[config.mk]
export PLATFORM = sky130hd
export DESIGN_NAME = segment_reorder_receiver_flat
export DESIGN_NICKNAME = d
export VERILOG_FILES = /design/src/sv/srr_pkg.sv /design/src/sv/srr_if.sv /design/src/sv/srr_front.sv /design/src/sv/srr_back.sv /design/src/sv/segment_reorder_receiver.sv /design/src/flat_wrapper.sv
export SDC_FILE = /design/constraint.sdc
export NUM_CORES = 2
export LEC_CHECK = 0
export BUFFER_PORTS_ARGS = -buffer_cell sky130_fd_sc_hd__buf_2
export CELL_PAD_IN_SITES_DETAIL_PLACEMENT = 0
export CELL_PAD_IN_SITES_GLOBAL_PLACEMENT = 1
export CORE_UTILIZATION = 50
export DETAILED_ROUTE_END_ITERATION = 7
export PLACE_DENSITY = 0.8
export SKIP_LAST_GASP = 1
export SLEW_MARGIN = 20
export SYNTH_ARGS = -nofsm -noshare
export SYNTH_HDL_FRONTEND = slang
export SYNTH_SLANG_ARGS = --single-unit
[constraint.sdc]
create_clock -name clk -period 4.88 [get_ports clk]
set_input_delay 1.464 -clock clk [delete_from_list [all_inputs] [get_ports clk]]
set_output_delay 1.464 -clock clk [all_outputs]
set_load 0.01 [all_outputs]
[src/sv/srr_pkg.sv]
// ----------------------------------------------------------------------------
// srr_pkg
// shared types and constants of the segment reorder receiver
// ----------------------------------------------------------------------------
`default_nettype none
package srr_pkg;
	localparam int WINDOW_SLOTS      = 32;
	localparam int MAX_SEGMENT_BYTES = 1024;
	localparam int SLOT_IDX_W        = (WINDOW_SLOTS > 1) ? $clog2(WINDOW_SLOTS) : 1;
	localparam int OFF_W             = 31;
	localparam int LEN_W             = 11;
	localparam int KIND_W            = 2;

	localparam logic [KIND_W-1:0] KIND_DELIVER = 2'd0;
	localparam logic [KIND_W-1:0] KIND_ACK     = 2'd1;
	localparam logic [KIND_W-1:0] KIND_EOF     = 2'd2;

	typedef enum logic [1:0] {
		CLS_EOF,
		CLS_BAD,
		CLS_DATA
	} cls_t;

	typedef struct packed {
		logic [OFF_W-1:0] seq;
		logic [LEN_W-1:0] len;
		cls_t             cls;
	} seg_entry_t;

	typedef struct packed {
		logic       valid;
		seg_entry_t entry;
	} seg_head_t;

	typedef struct packed {
		logic [OFF_W-1:0] off;
		logic [LEN_W-1:0] len;
	} slot_t;

	typedef enum logic [2:0] {
		S_IDLE,
		S_DLV,
		S_RD,
		S_EV,
		S_INS,
		S_ACK,
		S_EOF
	} state_t;
endpackage
`default_nettype wire

[src/sv/srr_if.sv]
// ----------------------------------------------------------------------------
// srr channel interfaces
// segment header channel and result channel, valid/ready handshake
// ----------------------------------------------------------------------------
`default_nettype none
interface srr_seg_if;
	logic        valid;
	logic        ready;
	logic [30:0] seq_num;
	logic [10:0] data_len;
	modport source (output valid, seq_num, data_len, input ready);
	modport sink (input valid, seq_num, data_len, output ready);
endinterface

interface srr_res_if;
	logic        valid;
	logic        ready;
	logic [1:0]  result_kind;
	logic [30:0] offset_value;
	logic [10:0] deliver_len;
	logic        last_result;
	modport source (output valid, result_kind, offset_value, deliver_len, last_result,
		input ready);
	modport sink (input valid, result_kind, offset_value, deliver_len, last_result,
		output ready);
endinterface
`default_nettype wire

[src/sv/srr_front.sv]
// ----------------------------------------------------------------------------
// srr_front
// accepts segment headers, classifies them and holds them in a two-entry queue
// ----------------------------------------------------------------------------
`default_nettype none
module srr_front (
	input  wire logic              clk,
	input  wire logic              arst_n,
	srr_seg_if.sink                seg_in,
	output srr_pkg::seg_head_t     head,
	input  wire logic              pop
);
	import srr_pkg::*;

	seg_entry_t buf_q [2];
	logic       wr_ptr_q;
	logic       rd_ptr_q;
	logic [1:0] count_q;
	logic       push;
	seg_entry_t in_entry;

	assign seg_in.ready = (count_q != 2'd2);
	assign push = seg_in.valid && seg_in.ready;

	always_comb begin
		in_entry.seq = seg_in.seq_num;
		in_entry.len = seg_in.data_len;
		if (seg_in.data_len == '0) begin
			in_entry.cls = CLS_EOF;
		end else if (32'(seg_in.data_len) > 32'(MAX_SEGMENT_BYTES)) begin
			in_entry.cls = CLS_BAD;
		end else begin
			in_entry.cls = CLS_DATA;
		end
	end

	always_ff @(posedge clk) begin
		if (push) begin
			buf_q[wr_ptr_q] <= in_entry;
		end
	end

	always_ff @(posedge clk or negedge arst_n) begin
		if (!arst_n) begin
			wr_ptr_q <= 1'b0;
			rd_ptr_q <= 1'b0;
			count_q  <= 2'd0;
		end else begin
			if (push) wr_ptr_q <= ~wr_ptr_q;
			if (pop) rd_ptr_q <= ~rd_ptr_q;
			count_q <= count_q + 2'(push) - 2'(pop);
		end
	end

	assign head.valid = (count_q != 2'd0);
	assign head.entry = buf_q[rd_ptr_q];
endmodule
`default_nettype wire

[src/sv/srr_back.sv]
// ----------------------------------------------------------------------------
// srr_back
// slot engine: delivers, drains and buffers segments, gives acks
// ----------------------------------------------------------------------------
`default_nettype none
module srr_back (
	input  wire logic              clk,
	input  wire logic              arst_n,
	input  srr_pkg::seg_head_t     head,
	output logic                   pop,
	srr_res_if.source              res_out
);
	import srr_pkg::*;

	localparam logic [SLOT_IDX_W-1:0] LAST_IDX = SLOT_IDX_W'(WINDOW_SLOTS - 1);

	state_t                state_q, state_d;
	slot_t                 mem [WINDOW_SLOTS];
	slot_t                 rdata_q;
	logic [WINDOW_SLOTS-1:0] valid_q;
	logic [SLOT_IDX_W-1:0] idx_q;
	logic [SLOT_IDX_W-1:0] free_idx;
	logic                  free_any;
	logic [31:0]           exp_q;
	logic [OFF_W-1:0]      seq_q;
	logic [LEN_W-1:0]      len_q;
	logic                  drain_q;
	logic                  hit_q;
	logic                  dup_q;

	logic                  out_valid_q;
	logic [KIND_W-1:0]     out_kind_q;
	logic [OFF_W-1:0]      out_off_q;
	logic [LEN_W-1:0]      out_len_q;
	logic                  out_last_q;

	logic                  out_free;
	logic                  match;
	logic                  behind;
	logic                  end_pass;
	logic                  hit_now;
	logic                  advance;
	state_t                adv_state;
	logic                  emit;
	logic [KIND_W-1:0]     emit_kind;
	logic [OFF_W-1:0]      emit_off;
	logic [LEN_W-1:0]      emit_len;
	logic                  emit_last;
	logic                  head_eq;
	logic                  head_gt;

	assign out_free = !out_valid_q || res_out.ready;
	assign match    = ({1'b0, rdata_q.off} == exp_q);
	assign behind   = ({1'b0, rdata_q.off} < exp_q);
	assign end_pass = (idx_q == LAST_IDX);
	assign hit_now  = hit_q || (state_q == S_EV && drain_q && match);
	assign head_eq  = ({1'b0, head.entry.seq} == exp_q);
	assign head_gt  = ({1'b0, head.entry.seq} > exp_q);

	always_comb begin
		if (!end_pass) begin
			adv_state = S_RD;
		end else if (drain_q) begin
			adv_state = hit_now ? S_RD : S_ACK;
		end else begin
			adv_state = S_INS;
		end
	end

	// lowest free slot
	always_comb begin
		free_idx = '0;
		free_any = 1'b0;
		for (int k = WINDOW_SLOTS - 1; k >= 0; k--) begin
			if (!valid_q[k]) begin
				free_idx = SLOT_IDX_W'(k);
				free_any = 1'b1;
			end
		end
	end

	// next state
	always_comb begin
		state_d = state_q;
		unique case (state_q)
			S_IDLE: begin
				if (head.valid) begin
					unique case (head.entry.cls)
						CLS_EOF: state_d = S_EOF;
						CLS_DATA: begin
							if (head_eq) state_d = S_DLV;
							else if (head_gt) state_d = S_RD;
							else state_d = S_ACK;
						end
						default: state_d = S_ACK;
					endcase
				end
			end
			S_DLV: if (out_free) state_d = S_RD;
			S_RD: state_d = valid_q[idx_q] ? S_EV : adv_state;
			S_EV: begin
				if (!(drain_q && match && !out_free)) state_d = adv_state;
			end
			S_INS: state_d = S_ACK;
			S_ACK: if (out_free) state_d = S_IDLE;
			S_EOF: if (out_free) state_d = S_IDLE;
			default: state_d = S_IDLE;
		endcase
	end

	// outputs of the sequencer
	always_comb begin
		pop       = 1'b0;
		emit      = 1'b0;
		advance   = 1'b0;
		emit_kind = KIND_ACK;
		emit_off  = exp_q[31] ? '1 : exp_q[OFF_W-1:0];
		emit_len  = '0;
		emit_last = 1'b1;
		unique case (state_q)
			S_IDLE: pop = head.valid;
			S_DLV: begin
				emit      = out_free;
				emit_kind = KIND_DELIVER;
				emit_off  = seq_q;
				emit_len  = len_q;
				emit_last = 1'b0;
			end
			S_RD: advance = !valid_q[idx_q];
			S_EV: begin
				if (drain_q && match) begin
					emit    = out_free;
					advance = out_free;
				end else begin
					advance = 1'b1;
				end
				emit_kind = KIND_DELIVER;
				emit_off  = rdata_q.off;
				emit_len  = rdata_q.len;
				emit_last = 1'b0;
			end
			S_ACK: emit = out_free;
			S_EOF: begin
				emit      = out_free;
				emit_kind = KIND_EOF;
				emit_off  = '0;
			end
			default: ;
		endcase
	end

	always_ff @(posedge clk) begin
		rdata_q <= mem[idx_q];
		if (state_q == S_INS && !dup_q && free_any) begin
			mem[free_idx] <= '{off: seq_q, len: len_q};
		end
		if (pop) begin
			seq_q <= head.entry.seq;
			len_q <= head.entry.len;
		end
		if (emit) begin
			out_kind_q <= emit_kind;
			out_off_q  <= emit_off;
			out_len_q  <= emit_len;
			out_last_q <= emit_last;
		end
	end

	always_ff @(posedge clk or negedge arst_n) begin
		if (!arst_n) begin
			state_q     <= S_IDLE;
			valid_q     <= '0;
			exp_q       <= '0;
			idx_q       <= '0;
			drain_q     <= 1'b0;
			hit_q       <= 1'b0;
			dup_q       <= 1'b0;
			out_valid_q <= 1'b0;
		end else begin
			state_q <= state_d;
			if (emit) out_valid_q <= 1'b1;
			else if (res_out.ready) out_valid_q <= 1'b0;
			if (pop) begin
				idx_q   <= '0;
				hit_q   <= 1'b0;
				dup_q   <= 1'b0;
				drain_q <= head_eq;
			end
			if (state_q == S_DLV && out_free) begin
				exp_q <= {1'b0, seq_q} + 32'(len_q);
			end
			if (state_q == S_EV) begin
				if (drain_q && match && out_free) begin
					exp_q          <= {1'b0, rdata_q.off} + 32'(rdata_q.len);
					valid_q[idx_q] <= 1'b0;
				end else if (drain_q && behind) begin
					// stale slot can never line up again
					valid_q[idx_q] <= 1'b0;
				end
				if (!drain_q && rdata_q.off == seq_q) dup_q <= 1'b1;
			end
			if (advance) begin
				idx_q <= end_pass ? '0 : idx_q + 1'b1;
				hit_q <= end_pass ? 1'b0 : hit_now;
			end
			if (state_q == S_INS && !dup_q && free_any) valid_q[free_idx] <= 1'b1;
			if (state_q == S_EOF && out_free) begin
				valid_q <= '0;
				exp_q   <= '0;
			end
		end
	end

	assign res_out.valid        = out_valid_q;
	assign res_out.result_kind  = out_kind_q;
	assign res_out.offset_value = out_off_q;
	assign res_out.deliver_len  = out_len_q;
	assign res_out.last_result  = out_last_q;
endmodule
`default_nettype wire

[src/sv/segment_reorder_receiver.sv]
// ----------------------------------------------------------------------------
// segment_reorder_receiver
// receive-side reorder of byte-sequenced segments with cumulative acks
// ----------------------------------------------------------------------------
//  channel   dir   fields
//  seg_in    in    seq_num[30:0], data_len[10:0]
//  res_out   out   result_kind[1:0], offset_value[30:0], deliver_len[10:0],
//                  last_result
//
//  end of file and oversized segments: straight to the result, no slot pass
//  in-order segment: one deliver, then passes over the 32 slots (read each
//  slot, evaluate each held slot), a new pass after each pass that delivered
//  ahead segment: one pass over the slots for the duplicate check, then insert
//  a two-entry queue takes new items while the slot engine works
//  results wait in an output register; a stall there holds the engine
//  reset clears the expected offset and all slot valid bits at once
// ----------------------------------------------------------------------------
`default_nettype none
module segment_reorder_receiver (
	input  wire logic  clk,
	input  wire logic  arst_n,
	srr_seg_if.sink    seg_in,
	srr_res_if.source  res_out
);
	import srr_pkg::*;

	seg_head_t head;
	logic      pop;

	srr_front u_front (
		.clk    (clk),
		.arst_n (arst_n),
		.seg_in (seg_in),
		.head   (head),
		.pop    (pop)
	);

	srr_back u_back (
		.clk     (clk),
		.arst_n  (arst_n),
		.head    (head),
		.pop     (pop),
		.res_out (res_out)
	);
endmodule
`default_nettype wire

[src/flat_wrapper.sv]
// flat-port wrapper written by rule: the top's interface ports become plain ports
module segment_reorder_receiver_flat import srr_pkg::*;
  (clk, arst_n, seg_in_valid, seg_in_seq_num, seg_in_data_len, seg_in_ready, res_out_valid, res_out_result_kind, res_out_offset_value, res_out_deliver_len, res_out_last_result, res_out_ready);
  srr_seg_if seg_in_i ();
  srr_res_if res_out_i ();
  input  wire logic clk;
  input  wire logic arst_n;
  input wire logic [$bits(seg_in_i.valid)-1:0] seg_in_valid;
  input wire logic [$bits(seg_in_i.seq_num)-1:0] seg_in_seq_num;
  input wire logic [$bits(seg_in_i.data_len)-1:0] seg_in_data_len;
  output wire logic [$bits(seg_in_i.ready)-1:0] seg_in_ready;
  output wire logic [$bits(res_out_i.valid)-1:0] res_out_valid;
  output wire logic [$bits(res_out_i.result_kind)-1:0] res_out_result_kind;
  output wire logic [$bits(res_out_i.offset_value)-1:0] res_out_offset_value;
  output wire logic [$bits(res_out_i.deliver_len)-1:0] res_out_deliver_len;
  output wire logic [$bits(res_out_i.last_result)-1:0] res_out_last_result;
  input wire logic [$bits(res_out_i.ready)-1:0] res_out_ready;
  assign seg_in_i.valid = seg_in_valid;
  assign seg_in_i.seq_num = seg_in_seq_num;
  assign seg_in_i.data_len = seg_in_data_len;
  assign seg_in_ready = seg_in_i.ready;
  assign res_out_valid = res_out_i.valid;
  assign res_out_result_kind = res_out_i.result_kind;
  assign res_out_offset_value = res_out_i.offset_value;
  assign res_out_deliver_len = res_out_i.deliver_len;
  assign res_out_last_result = res_out_i.last_result;
  assign res_out_i.ready = res_out_ready;
  segment_reorder_receiver u_core (.clk(clk), .arst_n(arst_n), .seg_in(seg_in_i), .res_out(res_out_i));
endmodule
==> metrics.csv <==
stage,metric,value,unit
status,status,"complete, no violations",
worst_setup_path,crit_fanout,34,
global_route,grt_use_total,27.10,%
worst_setup_path,cp-end-kind,register,
worst_setup_path,r2r_slack,1240,ps
cts,tritoncts,done,
sta,setup_tns,0,ps
worst_setup_path,arrival,4310,ps
run,maxCapViolations,0,
sta,finalCritPeriodShare,74.52,%
synthesis,synth_edf_count,1519,
sta,tightest_slew,1112,ps
sta,finalCriticalPeriod,3637,ps
global_route,grt_pass1_wl,255.9,mm
worst_setup_path,r2r-start,u_core.u_back.len_q[0],
sta,whs,537.5,ps
worst_setup_path,worstSetupPathType,register to register,
floorplan,die-area,133700,sq um
floorplan,io-pin-count,93,
detailed_routing,drt_first_pass_iters,6,
worst_setup_path,startpoint_type,register,
worst_setup_path,cp_num_buf_inv,0,
synthesis,synth_most_common_cell,edfxtp_1,
global_route,antenna_found_initial,1,
worst_hold_path,hold_class,register to register,
sta,setup_viol,0,
sta,max_clock_freq,0.2750,GHz
detailed_routing,drt-total-wl,180.2,mm
final_layout,syn2layout_area_growth,13.41,%
worst_hold_path,min_path_cells,1,
cts,htreeDepth,4,
worst_hold_path,worstHoldEndpoint,u_core.u_back.hit_q,
synthesis,syn_inst,3487,
final_layout,fill_cells,9514,
detailed_routing,vias,36560,
floorplan,die_h,365.6,um
worst_setup_path,worstPathCellList,ha_1 -> fa_1 -> a211o_1 -> a21oi_1 -> o211ai_2 -> and2_1 -> a21oi_1 -> a211oi_1 -> a2111oi_0,
cts,cts_resized,0,
power,powerDensity,574.4,nW/um^2
place,hpwl,106.8,mm
place,gp_congestion,0.9561,
worst_setup_path,max_stage_delay,810,ps
floorplan,core_area,131300,sq um
sta,skew,34.72,ps
synthesis,yosys_warnings,0,
global_route,grt_pass1_vias,35410,
floorplan,start_util,50.36,%
synthesis,ys_seq_area_share,73.29,%
power,power.total,43070,uW
global_route,grt_max_degree,87,
power,power.leakage,0.02390,uW
synthesis,synth_fp_nets,3626,
power,vdd_drop_max,0.4820,mV
worst_setup_path,cpMaxStageDelayCell,edfxtp_1,
synthesis,synth_area_leaders,"edfxtp_1, mux4_2, dfrtp_1, a22oi_1, ha_1",
synthesis,yosys.area.top_type,edfxtp_1,
detailed_routing,postRouteAntennaNets,0,
worst_setup_path,cp.required,5560,ps
synthesis,synth.cells.most_frequent,"edfxtp_1, mux4_2, a22oi_1, nor2_1, o21ai_0",
floorplan,core.rowCount,133,
synthesis,synth_top_cell_area_share,68.99,%
worst_setup_path,reg2regPathDepth,9,
cts,cts_sinks,1641,
worst_setup_path,crit_top_cell,a21oi_1,
cts,clockRootBuffer,clkbuf_16,
final_layout,nNetsFinal,3852,
synthesis,async_flop_share,4.875,%
final_layout,drive_gt1_share,24.84,%
cts,cts_buffer_depth,3,
synthesis,synthFlopType,edfxtp_1,
sta,relSlewSlack,25.10,%
floorplan,die_w,365.6,um
cts,hold_buffers,0,
synthesis,avgSynthCellArea,18.96,sq um
worst_setup_path,regToRegEndpoint,u_core.u_back.exp_q[22],
cts,clk_latency,800,ps
sta,finalMaxSlewViolations,0,
worst_hold_path,hold_start,u_core.u_back.hit_q,
worst_setup_path,critPathTopFamily,compound AO/OA/AOI/OAI gates,
sta,rsz0062_at_grt,false,
place,port_buffers,92,
detailed_routing,avgRoutedWirePerCell,32.17,um
synthesis,ys_types,92,
global_route,grt_overflow_total,0,
detailed_routing,drt-initial-drc-count,5144,
synthesis,synth.cell_area,66120,sq um
sta,hold_viol_final,0,
cts,cts-buffers-inserted,158,
synthesis,postSynthRegisterBits,1641,
detailed_routing,drc,0,
cts,cts_setup_buffers,0,
cts,clk_pin_slew,60,ps
detailed_routing,via_per_inst,6.526,
-- worst reg2reg max path: cells and delay by family, from the launching register on --
family	cells	cell delay [ps]
AND/OR/NAND/NOR	1	290
flip-flops	1	810
adder cells (fa/ha/maj)	2	860
AO/OA/AOI/OAI	6	1560
-- logic make-up (layout without fill, tap and decap cells) --
group / count (synthesis) / count (layout) / share of synthesized area, %
and+or+nand+nor: 479 / 479 / 3.760
adders and majority gates: 93 / 93 / 1.783
other: 0 / 2 / 0
muxes: 408 / 408 / 12.70
buffers and inverters: 235 / 593 / 1.448
DFF: 1641 / 1641 / 73.29
AOI/OAI and AO/OA: 550 / 550 / 5.944
xor gates and xnor gates: 81 / 81 / 1.073
-- cells in the final DEF, fill, tap and decap left out, types with 11 or more instances in the layout --
cell          n
edfxtp_1   1519
mux4_2      340
a22oi_1     168
clkbuf_16   161
buf_4       120
nor2_1      104
o21ai_0     104
ha_1         91
buf_2        91
nand4_1      80
nand2_1      77
dfrtp_1      76
a21oi_1      59
inv_1        57
nand3_1      54
xnor2_1      50
mux2_2       49
clkbuf_1     47
dfxtp_1      42
nor2_4       35
o221a_2      31
a211oi_1     31
xor2_1       31
o211ai_1     28
nor3_1       27
clkinv_1     26
buf_12       25
mux2i_1      19
o21a_1       19
clkinv_2     16
and3_1       15
bufinv_16    15
a31oi_1      13
a21o_1       11
-- power by group --
| part | leakage [uW] | total (uW) | switching [uW] | internal [uW] |
|---|---|---|---|---|
| sequential | 0.0151 | 18800 | 1170 | 17600 |
| clock | 0.00248 | 12200 | 5240 | 6970 |
| combinational | 0.00632 | 12100 | 7400 | 4680 |
| total | 0.0239 | 43100 | 13800 | 29300 |
-- metrics by stage --
step	instance area (sq um)	util, %	std cells	setup slack, ps
3_5_place_dp	69760	53.13	5304	1228
4_1_cts	74920	57.06	5596	1237
5_1_grt	74980	57.10	5600	974.9
6_report	74980	57.11	5602	1243
3_3_place_gp	69740	53.11	5303	1310
2_1_floorplan	66120	-	3487	333.0
-- registers in the layout, indices dropped and copies added, names as in the netlist --
register and flops:
u_core.u_back.seq_q 31, u_core.u_back.res_out.valid 1, u_core.u_back.res_out.result_kind 2, u_core.u_back.res_out.deliver_len 11
u_core.u_back.idx_q 5, u_core.u_back.hit_q 1, u_core.u_front.rd_ptr_q 1, u_core.u_front.buf_q 88
u_core.u_back.res_out.offset_value 31, u_core.u_back.dup_q 1, u_core.u_back.res_out.last_result 1, u_core.u_front.wr_ptr_q 1
u_core.u_back.valid_q 32, u_core.u_back.rdata_q 42, u_core.u_back.state_q 3, u_core.u_back.drain_q 1
u_core.u_back.mem 1344, u_core.u_front.count_q 2, u_core.u_back.exp_q 32, u_core.u_back.len_q 11
-- metal layers --
metal / routed length (um) / global-route usage, % / share of wire (%)
met5: 0 / 0 / 0
met2: 85840 / 42.43 / 48
met4: 4819 / 7.581 / 2.7
met1: 71220 / 38.79 / 40
met3: 18350 / 5.576 / 10
-- layout make-up --
type / count / area (sq um) / share of cell area, %
inverter: 61 / 229.0 / 0.3054
multi-input combinational: 1611 / 17010 / 22.69
clock inverter: 80 / 899.6 / 1.200
timing repair buffer: 240 / 1913 / 2.551
tap: 1755 / 2196 / 2.929
antenna: 2 / 5.005 / 0.006675
clock buffer: 212 / 4260 / 5.682
sequential: 1641 / 48470 / 64.64
-- worst max path at each step --
stage                                   start                 endpoint  cells past startpoint  slack (ps)
floorplan           u_core.u_back.valid_q[26]  u_core.u_back.mem[0][0]                      5         330
finish                 u_core.u_back.len_q[0]  u_core.u_back.exp_q[22]                      9        1240
CTS                    u_core.u_back.seq_q[0]  u_core.u_back.exp_q[22]                      9        1240
global placement       u_core.u_back.seq_q[0]  u_core.u_back.exp_q[22]                      9        1310
global route           u_core.u_back.len_q[0]  u_core.u_back.exp_q[22]                      9         970
detailed placement     u_core.u_back.seq_q[0]  u_core.u_back.exp_q[22]                      9        1230
Note: power is estimated with default switching activity, not from simulation.
